==> config.mk <==
export PLATFORM = sky130hd
export DESIGN_NAME = vibration_burst_detector
export DESIGN_NICKNAME = d
export VERILOG_FILES = /design/src/hdl/vbd_pkg.sv /design/src/hdl/vibration_burst_detector.sv /design/src/hdl/vbd_ctrl.sv /design/src/hdl/vbd_dp.sv
export SDC_FILE = /design/constraint.sdc
export NUM_CORES = 1
export LEC_CHECK = 0
export BUFFER_PORTS_ARGS = -buffer_cell sky130_fd_sc_hd__buf_2
export CORE_MARGIN = 2
export CORE_UTILIZATION = 55
export DETAILED_ROUTE_END_ITERATION = 12
export PLACE_DENSITY_LB_ADDON = 0.2
export SKIP_CTS_REPAIR_TIMING = 1
export SLEW_MARGIN = 0
export SYNTH_ARGS = -nofsm -noshare
export SYNTH_HDL_FRONTEND = slang
export SYNTH_HIERARCHICAL = 1
export SYNTH_SLANG_ARGS = --single-unit
==> constraint.sdc <==
create_clock -name i_clk -period 21.1 [get_ports i_clk]
set_input_delay 2.11 -clock i_clk [delete_from_list [all_inputs] [get_ports i_clk]]
set_output_delay 2.11 -clock i_clk [all_outputs]
set_load 0.05 [all_outputs]
==> src/hdl/vbd_pkg.sv <==
// Shared types and constants for the vibration burst detector.
// No dependencies; imported by vbd_ctrl, vbd_dp and vibration_burst_detector.
`default_nettype none

package vbd_pkg;

    // Sample width taken from each axis field (8..16)
    localparam int SAMPLE_WIDTH = 16;

    localparam int AXIS_W      = 16;
    localparam int MAG_W       = 16;
    localparam int ROOT_W      = SAMPLE_WIDTH;
    localparam int SUM_W       = 2 * SAMPLE_WIDTH;
    localparam int REM_W       = SAMPLE_WIDTH + 2;
    localparam int CNT_W       = $clog2(SAMPLE_WIDTH);
    localparam int NUM_AXES    = 3;
    localparam int SEL_W       = 2;
    localparam int RUN_W       = 8;
    localparam int THR_W       = 16;

    localparam int IN_TDATA_W  = 48;
    localparam int OUT_TDATA_W = 24;

    localparam int CFG_IDX_W   = 2;
    localparam int CFG_DATA_W  = 16;

    localparam logic [CFG_IDX_W-1:0] REG_THRESHOLD  = 2'd0;
    localparam logic [CFG_IDX_W-1:0] REG_RUN_LENGTH = 2'd1;

    localparam logic [THR_W-1:0] THRESHOLD_RESET  = 16'd819;
    localparam logic [RUN_W-1:0] RUN_LENGTH_RESET = 8'd5;
    localparam logic [RUN_W-1:0] RUN_MAX          = 8'd255;

    // Square phase: three products plus one trailing add
    localparam logic [CNT_W-1:0] SQ_LAST   = CNT_W'(NUM_AXES);
    localparam logic [CNT_W-1:0] ROOT_LAST = CNT_W'(SAMPLE_WIDTH - 1);

    typedef enum logic [1:0] {
        S_IDLE,
        S_SQUARE,
        S_ROOT,
        S_DECIDE
    } t_state;

    typedef struct packed {
        logic             load;
        logic             sq_mul;
        logic             sq_add;
        logic [SEL_W-1:0] sq_sel;
        logic             root_step;
        logic             decide;
    } t_cmd;

    typedef struct packed {
        logic out_busy;
    } t_status;

endpackage

`default_nettype wire

==> src/hdl/vibration_burst_detector.sv <==
// Top level of the vibration burst detector: stream ports and config port.
// Depends on vbd_pkg, vbd_ctrl and vbd_dp.
`default_nettype none

// One sample in, one result out. A sample is taken when the block is idle;
// it then passes through the shared squarer (one 16x16 multiply per axis
// plus the trailing add), the square root, which resolves one root bit per
// cycle, and the run detector, and no new sample is taken until its decide
// step is done. The result sits in an output register, so the next sample is
// taken while a finished beat waits; a stalled output only holds the block in
// its decide step. Config registers take effect at the next decide step and
// are written with o_cfg_ready always high.
module vibration_burst_detector (
    input  wire logic                            i_clk,
    input  wire logic                            i_rst_n,
    // axis_x [15:0], axis_y [31:16], axis_z [47:32]
    input  wire logic [vbd_pkg::IN_TDATA_W-1:0]  i_s_axis_tdata,
    input  wire logic                            i_s_axis_tvalid,
    output logic                                 o_s_axis_tready,
    // active [0], started [1], stopped [2], magnitude [18:3], zero [23:19]
    output logic [vbd_pkg::OUT_TDATA_W-1:0]      o_m_axis_tdata,
    output logic                                 o_m_axis_tvalid,
    input  wire logic                            i_m_axis_tready,
    input  wire logic                            i_cfg_valid,
    output logic                                 o_cfg_ready,
    input  wire logic [vbd_pkg::CFG_IDX_W-1:0]   i_cfg_index,
    input  wire logic [vbd_pkg::CFG_DATA_W-1:0]  i_cfg_data
);
    import vbd_pkg::*;

    t_cmd    cmd;
    t_status status;

    assign o_cfg_ready = 1'b1;

    vbd_ctrl u_ctrl (
        .i_clk      (i_clk),
        .i_rst_n    (i_rst_n),
        .i_in_valid (i_s_axis_tvalid),
        .o_in_ready (o_s_axis_tready),
        .i_status   (status),
        .o_cmd      (cmd)
    );

    vbd_dp u_dp (
        .i_clk       (i_clk),
        .i_rst_n     (i_rst_n),
        .i_cmd       (cmd),
        .o_status    (status),
        .i_in_data   (i_s_axis_tdata),
        .i_cfg_we    (i_cfg_valid),
        .i_cfg_index (i_cfg_index),
        .i_cfg_data  (i_cfg_data),
        .o_out_valid (o_m_axis_tvalid),
        .i_out_ready (i_m_axis_tready),
        .o_out_data  (o_m_axis_tdata)
    );

endmodule

`default_nettype wire

==> src/hdl/vbd_ctrl.sv <==
// Sequencer for the vibration burst detector: accept, square, root, decide.
// Depends on vbd_pkg; drives the command struct into vbd_dp.
`default_nettype none

module vbd_ctrl (
    input  wire logic            i_clk,
    input  wire logic            i_rst_n,
    input  wire logic            i_in_valid,
    output logic                 o_in_ready,
    input  wire vbd_pkg::t_status i_status,
    output vbd_pkg::t_cmd        o_cmd
);
    import vbd_pkg::*;

    t_state           r_state, n_state;
    logic [CNT_W-1:0] r_cnt, n_cnt;

    always_ff @(posedge i_clk) begin
        if (!i_rst_n) begin
            r_state <= S_IDLE;
            r_cnt   <= '0;
        end else begin
            r_state <= n_state;
            r_cnt   <= n_cnt;
        end
    end

    always_comb begin
        n_state = r_state;
        n_cnt   = r_cnt;
        case (r_state)
            S_IDLE: begin
                n_cnt = '0;
                if (i_in_valid) begin
                    n_state = S_SQUARE;
                end
            end
            S_SQUARE: begin
                if (r_cnt == SQ_LAST) begin
                    n_state = S_ROOT;
                    n_cnt   = '0;
                end else begin
                    n_cnt = r_cnt + 1'b1;
                end
            end
            S_ROOT: begin
                if (r_cnt == ROOT_LAST) begin
                    n_state = S_DECIDE;
                    n_cnt   = '0;
                end else begin
                    n_cnt = r_cnt + 1'b1;
                end
            end
            S_DECIDE: begin
                if (!i_status.out_busy) begin
                    n_state = S_IDLE;
                end
            end
            default: begin
                n_state = S_IDLE;
                n_cnt   = '0;
            end
        endcase
    end

    always_comb begin
        o_cmd      = '0;
        o_in_ready = 1'b0;
        case (r_state)
            S_IDLE: begin
                o_in_ready = 1'b1;
                o_cmd.load = i_in_valid;
            end
            S_SQUARE: begin
                // product of axis n is added in the following cycle
                o_cmd.sq_mul = (r_cnt != SQ_LAST);
                o_cmd.sq_add = (r_cnt != '0);
                o_cmd.sq_sel = r_cnt[SEL_W-1:0];
            end
            S_ROOT: begin
                o_cmd.root_step = 1'b1;
            end
            S_DECIDE: begin
                o_cmd.decide = !i_status.out_busy;
            end
            default: begin
                o_cmd = '0;
            end
        endcase
    end

`ifndef ASSERT_OFF
    a_load_leaves_idle: assert property (@(posedge i_clk) disable iff (!i_rst_n)
        o_cmd.load |=> !o_in_ready)
        else $error("ready held after a beat was taken");
    a_decide_not_blocked: assert property (@(posedge i_clk) disable iff (!i_rst_n)
        o_cmd.decide |-> !i_status.out_busy)
        else $error("result issued over a pending output beat");
    a_decide_once: assert property (@(posedge i_clk) disable iff (!i_rst_n)
        o_cmd.decide |=> !o_cmd.decide)
        else $error("two results for one sample");
`endif

endmodule

`default_nettype wire

==> src/hdl/vbd_dp.sv <==
// Datapath: axis magnitudes, shared squarer, bit-serial square root,
// run detection and the output register. Depends on vbd_pkg.
`default_nettype none

module vbd_dp (
    input  wire logic                            i_clk,
    input  wire logic                            i_rst_n,
    input  wire vbd_pkg::t_cmd                   i_cmd,
    output vbd_pkg::t_status                     o_status,
    input  wire logic [vbd_pkg::IN_TDATA_W-1:0]  i_in_data,
    input  wire logic                            i_cfg_we,
    input  wire logic [vbd_pkg::CFG_IDX_W-1:0]   i_cfg_index,
    input  wire logic [vbd_pkg::CFG_DATA_W-1:0]  i_cfg_data,
    output logic                                 o_out_valid,
    input  wire logic                            i_out_ready,
    output logic [vbd_pkg::OUT_TDATA_W-1:0]      o_out_data
);
    import vbd_pkg::*;

    logic [THR_W-1:0]  r_threshold;
    logic [RUN_W-1:0]  r_run_length;

    logic [ROOT_W-1:0] r_abs [NUM_AXES];
    logic [ROOT_W-1:0] n_abs [NUM_AXES];
    logic [SUM_W-1:0]  r_prod;
    logic [SUM_W-1:0]  r_sum;
    logic [REM_W-1:0]  r_rem;
    logic [ROOT_W-1:0] r_root;

    logic [MAG_W-1:0]  r_prev_mag;
    logic              r_have_prev;
    logic [RUN_W-1:0]  r_run;
    logic              r_active;

    logic              r_out_valid;
    logic              r_out_active, r_out_started, r_out_stopped;
    logic [MAG_W-1:0]  r_out_mag;

    logic [ROOT_W-1:0] sq_op;
    logic [REM_W-1:0]  rem_sh, trial;
    logic              trial_ok;

    logic [MAG_W-1:0]  mag, diff;
    logic              over;
    logic [RUN_W-1:0]  n_run;
    logic              active_mid, started, stopped;

    // abs of the low SAMPLE_WIDTH bits; the most negative code maps to 2^(W-1)
    always_comb begin
        for (int k = 0; k < NUM_AXES; k++) begin
            n_abs[k] = i_in_data[k*AXIS_W +: ROOT_W];
            if (n_abs[k][ROOT_W-1]) begin
                n_abs[k] = ~n_abs[k] + 1'b1;
            end
        end
    end

    always_comb begin
        case (i_cmd.sq_sel)
            2'd0:    sq_op = r_abs[0];
            2'd1:    sq_op = r_abs[1];
            2'd2:    sq_op = r_abs[2];
            default: sq_op = '0;
        endcase
    end

    // one root bit per step; remainder stays below 2^W until the last step
    assign rem_sh   = {r_rem[ROOT_W-1:0], r_sum[SUM_W-1 -: 2]};
    assign trial    = {r_root, 2'b01};
    assign trial_ok = (rem_sh >= trial);

    always_ff @(posedge i_clk) begin
        if (i_cmd.load) begin
            for (int k = 0; k < NUM_AXES; k++) begin
                r_abs[k] <= n_abs[k];
            end
            r_sum  <= '0;
            r_rem  <= '0;
            r_root <= '0;
        end else if (i_cmd.root_step) begin
            r_sum  <= {r_sum[SUM_W-3:0], 2'b00};
            r_rem  <= trial_ok ? (rem_sh - trial) : rem_sh;
            r_root <= {r_root[ROOT_W-2:0], trial_ok};
        end else if (i_cmd.sq_add) begin
            r_sum <= r_sum + r_prod;
        end
        if (i_cmd.sq_mul) begin
            r_prod <= SUM_W'(sq_op) * SUM_W'(sq_op);
        end
    end

    // detection on the finished magnitude
    always_comb begin
        mag = MAG_W'(r_root);
        if (!r_have_prev) begin
            diff = '0;
        end else if (mag >= r_prev_mag) begin
            diff = mag - r_prev_mag;
        end else begin
            diff = r_prev_mag - mag;
        end
        over = (diff > r_threshold);
        if (!over) begin
            n_run = '0;
        end else if (r_run == RUN_MAX) begin
            n_run = r_run;
        end else begin
            n_run = r_run + 1'b1;
        end
        stopped    = !over && r_active;
        active_mid = over && r_active;
        started    = (n_run > r_run_length) && !active_mid;
    end

    always_ff @(posedge i_clk) begin
        if (!i_rst_n) begin
            r_threshold  <= THRESHOLD_RESET;
            r_run_length <= RUN_LENGTH_RESET;
            r_prev_mag   <= '0;
            r_have_prev  <= 1'b0;
            r_run        <= '0;
            r_active     <= 1'b0;
            r_out_valid  <= 1'b0;
        end else begin
            if (i_cfg_we) begin
                case (i_cfg_index)
                    REG_THRESHOLD:  r_threshold  <= i_cfg_data[THR_W-1:0];
                    REG_RUN_LENGTH: r_run_length <= i_cfg_data[RUN_W-1:0];
                    default: ;
                endcase
            end
            if (i_cmd.decide) begin
                r_prev_mag  <= mag;
                r_have_prev <= 1'b1;
                r_run       <= n_run;
                r_active    <= active_mid || started;
                r_out_valid <= 1'b1;
            end else if (i_out_ready) begin
                r_out_valid <= 1'b0;
            end
        end
    end

    always_ff @(posedge i_clk) begin
        if (i_cmd.decide) begin
            r_out_active  <= active_mid || started;
            r_out_started <= started;
            r_out_stopped <= stopped;
            r_out_mag     <= mag;
        end
    end

    assign o_status.out_busy = r_out_valid && !i_out_ready;
    assign o_out_valid       = r_out_valid;
    // bit 0 active, 1 started, 2 stopped, 18:3 magnitude
    assign o_out_data = {{(OUT_TDATA_W - MAG_W - 3){1'b0}}, r_out_mag,
                         r_out_stopped, r_out_started, r_out_active};

`ifndef ASSERT_OFF
    a_decide_shows_beat: assert property (@(posedge i_clk) disable iff (!i_rst_n)
        i_cmd.decide |=> o_out_valid)
        else $error("result not presented after decide");
    a_start_is_active: assert property (@(posedge i_clk) disable iff (!i_rst_n)
        o_out_valid && r_out_started |-> r_out_active && !r_out_stopped)
        else $error("start flagged without active state");
    a_stop_is_quiet: assert property (@(posedge i_clk) disable iff (!i_rst_n)
        i_cmd.decide && stopped |=> r_run == '0 && !r_active)
        else $error("stop left run count or active state set");
`endif

endmodule

`default_nettype wire
==> results of run 1 <==
==> state kept, by name (all words and copies together), names as in the netlist <==
register	cells
u_ctrl/r_cnt	4
u_dp/r_prev_mag	16
u_dp/r_threshold	16
u_dp/r_run_length	8
u_dp/r_active	1
u_dp/o_out_valid	1
u_dp/mag	16
u_dp/r_abs	48
u_dp/r_out_stopped	1
u_dp/r_prod	31
u_dp/r_run	8
u_dp/r_out_active	1
u_dp/r_have_prev	1
u_dp/r_out_started	1
u_dp/r_rem	16
u_dp/r_sum	32
u_ctrl/r_state	2
u_dp/r_out_mag	16
==> cells in the mapped netlist (6+ instances only) <==
cell type and number:
dfxtp_1 121, ha_1 210, and2_1 23, edfxtp_1 98, or2_2 6, nand2b_1 23
clkbuf_1 60, nor3_1 36, a221oi_1 9, a21boi_0 9, nand3_1 34, or4_1 8
a22oi_1 7, o21a_1 20, xnor2_1 106, nand2_1 205, a31oi_1 12, nor2_1 221
o21ai_1 8, o31ai_1 19, and3_1 14, o41ai_1 10, mux2i_1 79, nand4_1 17
inv_1 332, buf_1 10, o21bai_1 9, nor2b_1 27, xor2_1 23, or3_1 8
fa_1 165, buf_2 9, o21ai_0 83, a211oi_1 40, o211ai_1 16, a21oi_1 129
buf_4 12, a21o_1 68
==> per-stage QoR <==
| stage | instance area [um^2] | std cells | hold slack (ns) |
|---|---|---|---|
| global placement | 22000 | 2900 | 0.449 |
| floorplan | 21200 | 2383 | 0.436 |
| global route | 22800 | 2950 | 0.480 |
| finish | 22800 | 2950 | 0.461 |
| CTS | 22800 | 2950 | 0.465 |
| detailed placement | 22000 | 2900 | 0.451 |
==> cells in the final DEF, fill, tap and decap left out, types with 22 or more instances in the layout <==
cell       instances
nand2_1          205
dfxtp_1          121
fa_1             165
buf_2             91
o21ai_0           83
and2_1            22
nor2_1           221
nor2b_1           26
mux2i_1           79
a21o_1            68
clkbuf_16         27
xnor2_1          106
ha_1             209
nand3_1           34
a211oi_1          40
xor2_1            23
edfxtp_1          98
nor3_1            36
inv_1            332
a21oi_1          129
nand2b_1          23
==> worst max-delay path by stage <==
| stage | depth (start not counted) | start | to |
|---|---|---|---|
| after global routing | 30 | u_ctrl/r_state[1] | u_dp/r_prod[31] |
| after floorplan | 32 | u_ctrl/r_state[1] | u_dp/r_prod[31] |
| final | 30 | u_ctrl/r_state[1] | u_dp/r_prod[31] |
| after CTS | 30 | u_ctrl/r_state[1] | u_dp/r_prod[31] |
| after detailed placement | 30 | u_ctrl/r_state[1] | u_dp/r_prod[31] |
| after global placement | 30 | u_ctrl/r_state[1] | u_dp/r_prod[31] |
==> cell type report <==
cell class	count	area (um^2)	share of cell area
multi-input cells	1736	14200	0.622
clock inverters	18	156	0.00686
repair buffers	100	523	0.0229
well taps	511	639	0.0280
inverters	334	1250	0.0550
clock buffers	32	694	0.0304
flip-flops and latches	219	5370	0.235
==> worst max-delay path: cells and delay by family (launching register included) <==
family                   cells  cell delay, ns
flip-flops                   1            0.35
XOR/XNOR                     1            0.12
AO/OA/AOI/OAI                7            1.78
adder cells (fa/ha/maj)      8            3.64
buffers and inverters        9            1.14
AND/OR/NAND/NOR              5            1.73
==> cell families after synthesis <==
| logic type | Yosys count | share of synthesized area |
|---|---|---|
| AND/OR/NAND/NOR | 653 | 0.141 |
| multiplexers | 83 | 0.0396 |
| adder cells (fa/ha/maj) | 375 | 0.280 |
| XOR/XNOR | 129 | 0.0534 |
| buffers and inverters | 428 | 0.0793 |
| other | 2 | 0.000355 |
| flip-flops | 219 | 0.253 |
| AO/OA/AOI/OAI | 490 | 0.152 |
==> metal layers <==
metal | wire (um) | track usage | up-vias
met4 | 1550 | 0.0845 | 0
li1 | - | - | 8128
met3 | 1670 | 0.0247 | 82
met2 | 25300 | 0.463 | 360
met1 | 21200 | 0.311 | 8076
met5 | 0 | 0 | -
==> reports/summary.txt, run 1 <==
Max-slew violations: 0
DR pass1 iterations: 7
Worst Hold Depth: 2
Max-Cap Viols: 0
Hold Fails Final Rpt: 0
# DRC: 0
Core area: 37800 um^2
Slowest CP cell: nor2_1
Sequential fraction of the synthesis area: 0.253
Register-to-Register Path Depth: 30
Crit-path max cell delay: 0.82 ns
Final WL: 49800 um
Final WS setup: 12.05 ns
DR iter-0 viols: 1001
CTS tree: yes
Post-synthesis async set-or-reset flop share: 0
CTS Sinks: 219
Antenna violations before repair: 0
Post-Place Worst Slack: 12.18 ns
Total CTS buffers: 27
Clk_skew: 0.0113 ns
Min-Delay Path Class: reg -> reg
DIE WIDTH: 200 um
Share of post-route cells with drive strength above 1: 0.0718
RSZ-0062 raised after global routing: no
Hold Path Sink: u_dp/r_threshold[11]
Fin crit period: 9.05 ns
GRT overflow: 0
WS Path Type: reg -> reg
Vias: 16.6k
Layout area overhead: 7.73%
Top cells by area, synth: fa_1 16%, edfxtp_1 14%, ha_1 12%, dfxtp_1 11%, inv_1 5.9%
Clk buf depth: 3
FP Rows: 71
Largest fanout on the critical path: 24
CP dominant cell by count: inv_1
Port Buffers: 91
Final Core Density: 0.604
Hold Crit Start: u_dp/r_threshold[11]
Status: complete, no violations
Critical path arrival: 9.34 ns
Worst endpoint required time: 21.39 ns
Post-synth top flop: dfxtp_1
Routed vias/inst: 5.64
Worst relative slew slack: 0.161
Largest net degree at the start of global routing: 63
Syn Inst Count: 2379
CTS clk-pin slew, worst paths: 0.06 ns
Die Ht: 200 um
Number of flops mapped to enable cells by yosys: 98
All-Layer GR Usage: 0.253
Leading area contributor after synthesis: fa_1
Top-area cell type share of the netlist area: 0.156
First-pass GRT wire length: 84400 um
Filler cells: 3318
Worst R2R Setup Slack: 12.05 ns
Post-synthesis register bit count: 219
Final antenna-violating net count: 0
Htree depth: 1
Slew @ Worst Pin: 1.25 ns
Post-Syn Area per Cell: 8.90 um^2
# IOs: 98
Worst reg2reg path endpoint: u_dp/r_prod[31]
Ant. Diodes: 0
Nets: 2864
Netlist cell types: 82
Wire per inst: 16.9 um
Insertion delay to the later sink of the worst-skew pair: 0.56 ns
HPWL after DPL: 39100 um
Final critical-path share of the clock period: 0.429
Starting Density: 0.561
Achievable Freq: 0.110 GHz
Number of global-route vias before repair: 17.3k
Cell area after synthesis: 21200 um^2
Die outline area: 40100 um^2
Startpoint types: register
Root Buffer: clkbuf_16
Final setup fails: 0
Setup TNS: 0 ns
Worst Setup End Kind: register
Syn. warnings: 6
Reg2reg start: u_ctrl/r_state[1]
GPL Wtd Cong: 0.916
Power of run 1 is left out: the tool's default activity adds up to more than one toggle a clock period on the data nets, which glitch-free logic cannot reach.
==> run 2, diff against run 1 <==
Clock period 21.1 ns to 9.2 ns, I/O delays scaled along.
==> run 2 against run 1 <==
Effect of this change: critical endpoint unchanged; routed wire length is 2.1% higher; largest cell class unchanged; first-iteration DRC count up 2.4%; register-to-register slack worse by 12 ns; die area stayed put; critical path depth fell by 2; count of clock-buffer cells in the layout fell by 6; cell area grew 0.74%.
==> reports/summary.txt, run 2 (same netlist as run 1, synthesis figures left out) <==
Starting Density: 0.561
Root Buffer: clkbuf_16
Die outline area: 40100 um^2
Total CTS buffers: 26
DIE WIDTH: 200 um
Ant. Diodes: 0
Hold Path Sink: u_dp/r_threshold[14]
Setup TNS: 0 ns
Number of global-route vias before repair: 17.1k
Min-Delay Path Class: reg -> reg
Final WL: 50800 um
Worst reg2reg path endpoint: u_dp/r_prod[31]
Port Buffers: 91
Top flop regs: u_dp/r_abs: 48 flops, u_dp/r_sum: 32 flops, u_dp/r_prod: 31 flops
CTS clk-pin slew, worst paths: 0.06 ns
Final critical-path share of the clock period: 0.949
# IOs: 98
Largest net degree at the start of global routing: 64
GRT overflow: 0
Die Ht: 200 um
Reg2reg start: u_ctrl/r_state[1]
RSZ-0062 raised after global routing: no
GPL Wtd Cong: 0.927
Worst R2R Setup Slack: 0.47 ns
# DRC: 0
Share of post-route cells with drive strength above 1: 0.0761
Hold Fails Final Rpt: 0
Status: complete, no violations
Nets: 2869
Commonest non-fill, non-tap cell in the layout: inv_1
CTS tree: yes
Biggest register: u_dp/r_abs
Startpoint types: register
Worst setup startpoint: u_ctrl/r_state[1]
FP Rows: 71
Insertion delay to the later sink of the worst-skew pair: 0.55 ns
WS Path Type: reg -> reg
Core area: 37800 um^2
First-pass GRT wire length: 84200 um
Register-to-Register Path Depth: 28
Layout area overhead: 8.53%
Max-slew violations: 0
Most frequent cells in the layout: 332 x inv_1, 221 x nor2_1, 209 x ha_1
Htree depth: 1
Final setup fails: 0
Clk buf depth: 3
Hold Crit Start: u_dp/r_threshold[14]
Worst Setup End Kind: register
Routed vias/inst: 5.65
Achievable Freq: 0.115 GHz
Largest fanout on the critical path: 24
CTS Sinks: 219
Slew @ Worst Pin: 1.28 ns
Clk_skew: 0.0171 ns
Max-Cap Viols: 0
Wire per inst: 17.2 um
Final antenna-violating net count: 0
Worst endpoint required time: 9.49 ns
DR pass1 iterations: 5
Crit-path max cell delay: 0.60 ns
Vias: 16.7k
Antenna violations before repair: 0
Worst Hold Depth: 2
Critical path arrival: 9.02 ns
Slowest CP cell: a21oi_1
DR iter-0 viols: 1025
HPWL after DPL: 39600 um
Fin crit period: 8.73 ns
All-Layer GR Usage: 0.254
Worst relative slew slack: 0.140
Largest register FFs: 48
[run 2: cell count changes in the layout (fill, tap and decap cells not counted), moves of 2 or more]
cell	before	now
bufinv_16	2	7
clkbuf_1	5	0
clkinv_2	9	2
clkinv_1	6	4
buf_4	9	15
inv_6	0	5
[run 2: routing by layer]
metal | share of wire | global-route usage
met5 | 0 | 0
met4 | 0.034 | 0.0877
met3 | 0.040 | 0.0233
met2 | 0.50 | 0.458
met1 | 0.42 | 0.317
[run 2: stage by stage]
stage / area, um^2 / hold WS [ns] / setup slack (ns) / cells / utilization
floorplan: 21200 / 0.436 / 1.51 / 2383 / -
global placement: 22000 / 0.448 / 0.846 / 2906 / 0.583
detailed placement: 22000 / 0.450 / 0.606 / 2906 / 0.583
CTS: 23000 / 0.459 / 0.557 / 2954 / 0.609
global route: 23000 / 0.478 / 0.0133 / 2954 / 0.609
finish: 23000 / 0.458 / 0.469 / 2954 / 0.609
[run 2: worst max path at each step]
stage,to,slack (ns),depth (start not counted)
after floorplan,u_dp/r_prod[31],1.51,32
after global placement,u_dp/r_prod[31],0.85,30
after detailed placement,u_dp/r_prod[31],0.61,28
after CTS,u_dp/r_prod[31],0.56,28
after global routing,u_dp/r_prod[31],0.01,30
final,u_dp/r_prod[31],0.47,28
[run 2: layout make-up]
cell class	instances	area, um^2
flip-flops and latches	219	5370
repair buffers	106	568
inverters	334	1250
well taps	511	639
fillers	3279	14800
multi-input cells	1736	14200
clock inverters	22	324
clock buffers	26	651
[run 2: critical path, delay by kind of cell, from the launching register on]
kind	cells	cell delay (ns)
fa+ha+maj	8	3.60
compound gates	7	2.08
buf+inv	7	1.23
simple gates	5	1.02
flops	1	0.41
xor+xnor	1	0.11
Power of run 2 is left out for the same reason.
==> run 3, diff against run 2 <==
Settings changed: CELL_PAD_IN_SITES_DETAIL_PLACEMENT set to 1, CELL_PAD_IN_SITES_GLOBAL_PLACEMENT set to 2, CORE_UTILIZATION 55 to 40, GPL_ROUTABILITY_DRIVEN set to 0.
==> run 3 against run 2 <==
Effect of this change: global-route usage shrank 3.9 points; largest cell class unchanged; routed wire length grew 13%; hold slack gained 0.011 ns; critical path depth is the same; flip-flop and latch count is the same; worst setup slack gained 0.18 ns; count of clock-buffer cells in the layout grew 7; cell area grew 1.4%; register-to-register slack gained 0.18 ns; final cell count grew 6.2%; highest routed layer unchanged; via count is essentially flat; non-clock buffer count grew 5.
==> reports/summary.txt, run 3 (same netlist as run 1, synthesis figures left out) <==
Number of global-route vias before repair: 18.2k
Routed vias/inst: 5.32
# DRC: 0
Largest register FFs: 48
Share of post-route cells with drive strength above 1: 0.0784
Clk buf depth: 3
GRT overflow: 0
Htree depth: 1
# IOs: 98
Worst Setup End Kind: register
Final setup fails: 0
Achievable Freq: 0.117 GHz
DIE WIDTH: 234 um
Max-slew violations: 0
Largest fanout on the critical path: 24
Worst reg2reg path endpoint: u_dp/r_prod[28]
Wire per inst: 18.3 um
All-Layer GR Usage: 0.215
Status: complete, no violations
Hold Path Sink: u_dp/r_threshold[2]
Crit-path max cell delay: 0.57 ns
Final antenna-violating net count: 0
Core area: 52400 um^2
Setup TNS: 0 ns
Port Buffers: 91
Top flop regs: u_dp/r_abs: 48 flops, u_dp/r_sum: 32 flops, u_dp/r_prod: 31 flops
Reg2reg start: u_ctrl/r_state[1]
Ant. Diodes: 0
Worst relative slew slack: 0.230
Starting Density: 0.404
Vias: 16.7k
Antenna violations before repair: 0
CTS Sinks: 219
Hold Fails Final Rpt: 0
Min-Delay Path Class: reg -> reg
FP Rows: 84
Final critical-path share of the clock period: 0.929
Nets: 2875
First-pass GRT wire length: 94200 um
Worst Hold Depth: 2
RSZ-0062 raised after global routing: no
DR pass1 iterations: 5
DR iter-0 viols: 734
Clk_skew: 0.0206 ns
Register-to-Register Path Depth: 28
Total CTS buffers: 27
Layout area overhead: 10.1%
HPWL after DPL: 46100 um
Most frequent cells in the layout: 332 x inv_1, 220 x nor2_1, 209 x ha_1
Biggest register: u_dp/r_abs
CTS clk-pin slew, worst paths: 0.06 ns
Startpoint types: register
Hold Crit Start: u_dp/r_threshold[2]
Worst R2R Setup Slack: 0.65 ns
Critical path arrival: 8.84 ns
Slowest CP cell: fa_1
Final WL: 57600 um
Root Buffer: clkbuf_16
Insertion delay to the later sink of the worst-skew pair: 0.56 ns
Fin crit period: 8.55 ns
Commonest non-fill, non-tap cell in the layout: inv_1
CTS tree: yes
WS Path Type: reg -> reg
Die outline area: 54800 um^2
Slew @ Worst Pin: 1.15 ns
Max-Cap Viols: 0
Largest net degree at the start of global routing: 63
Die Ht: 234 um
Worst endpoint required time: 9.49 ns
run 3: worst max-delay path, delay by kind of cell, from the launching register on:
family,cells,cell delay [ns]
compound gates,6,1.59
xor+xnor,1,0.11
fa+ha+maj,8,3.80
buf+inv,7,0.90
flops,1,0.36
simple gates,6,1.52
run 3: area by class of cell:
class | count | area [um^2]
clock inverter | 16 | 275
clock buffer | 33 | 751
inverter | 334 | 1250
multi-input combinational | 1736 | 14200
tap | 688 | 861
timing repair buffer | 111 | 606
fill | 6095 | 29100
sequential | 219 | 5370
run 3: worst max path at each step:
| stage | to | cells after the start | slack [ns] | from |
|---|---|---|---|---|
| 6_report | u_dp/r_prod[28] | 28 | 0.65 | u_ctrl/r_state[1] |
| 5_1_grt | u_dp/r_prod[28] | 28 | 0.05 | u_ctrl/r_state[1] |
| 4_1_cts | u_dp/r_prod[28] | 27 | 0.42 | u_ctrl/r_state[1] |
| 3_5_place_dp | u_dp/r_prod[28] | 27 | 0.46 | u_ctrl/r_state[1] |
| 3_3_place_gp | u_dp/r_prod[28] | 27 | 0.79 | u_ctrl/r_state[1] |
| 2_1_floorplan | u_dp/r_prod[31] | 32 | 1.51 | u_ctrl/r_state[1] |
run 3: routing by layer:
layer	wire, um	global-route usage
met1	25100	0.262
met2	29600	0.404
met3	1310	0.0153
met4	1540	0.0595
met5	0	0
run 3: stage by stage:
step           instances  hold slack (ns)  cell area (um^2)  utilization  setup slack [ns]
2_1_floorplan       2383            0.436             21200            -              1.51
3_3_place_gp        3088            0.449             22300        0.425             0.793
3_5_place_dp        3088            0.463             22300        0.425             0.459
4_1_cts             3137            0.471             23300        0.444             0.424
5_1_grt             3137            0.480             23300        0.444            0.0498
6_report            3137            0.470             23300        0.444             0.649
Power of run 3 is left out for the same reason.
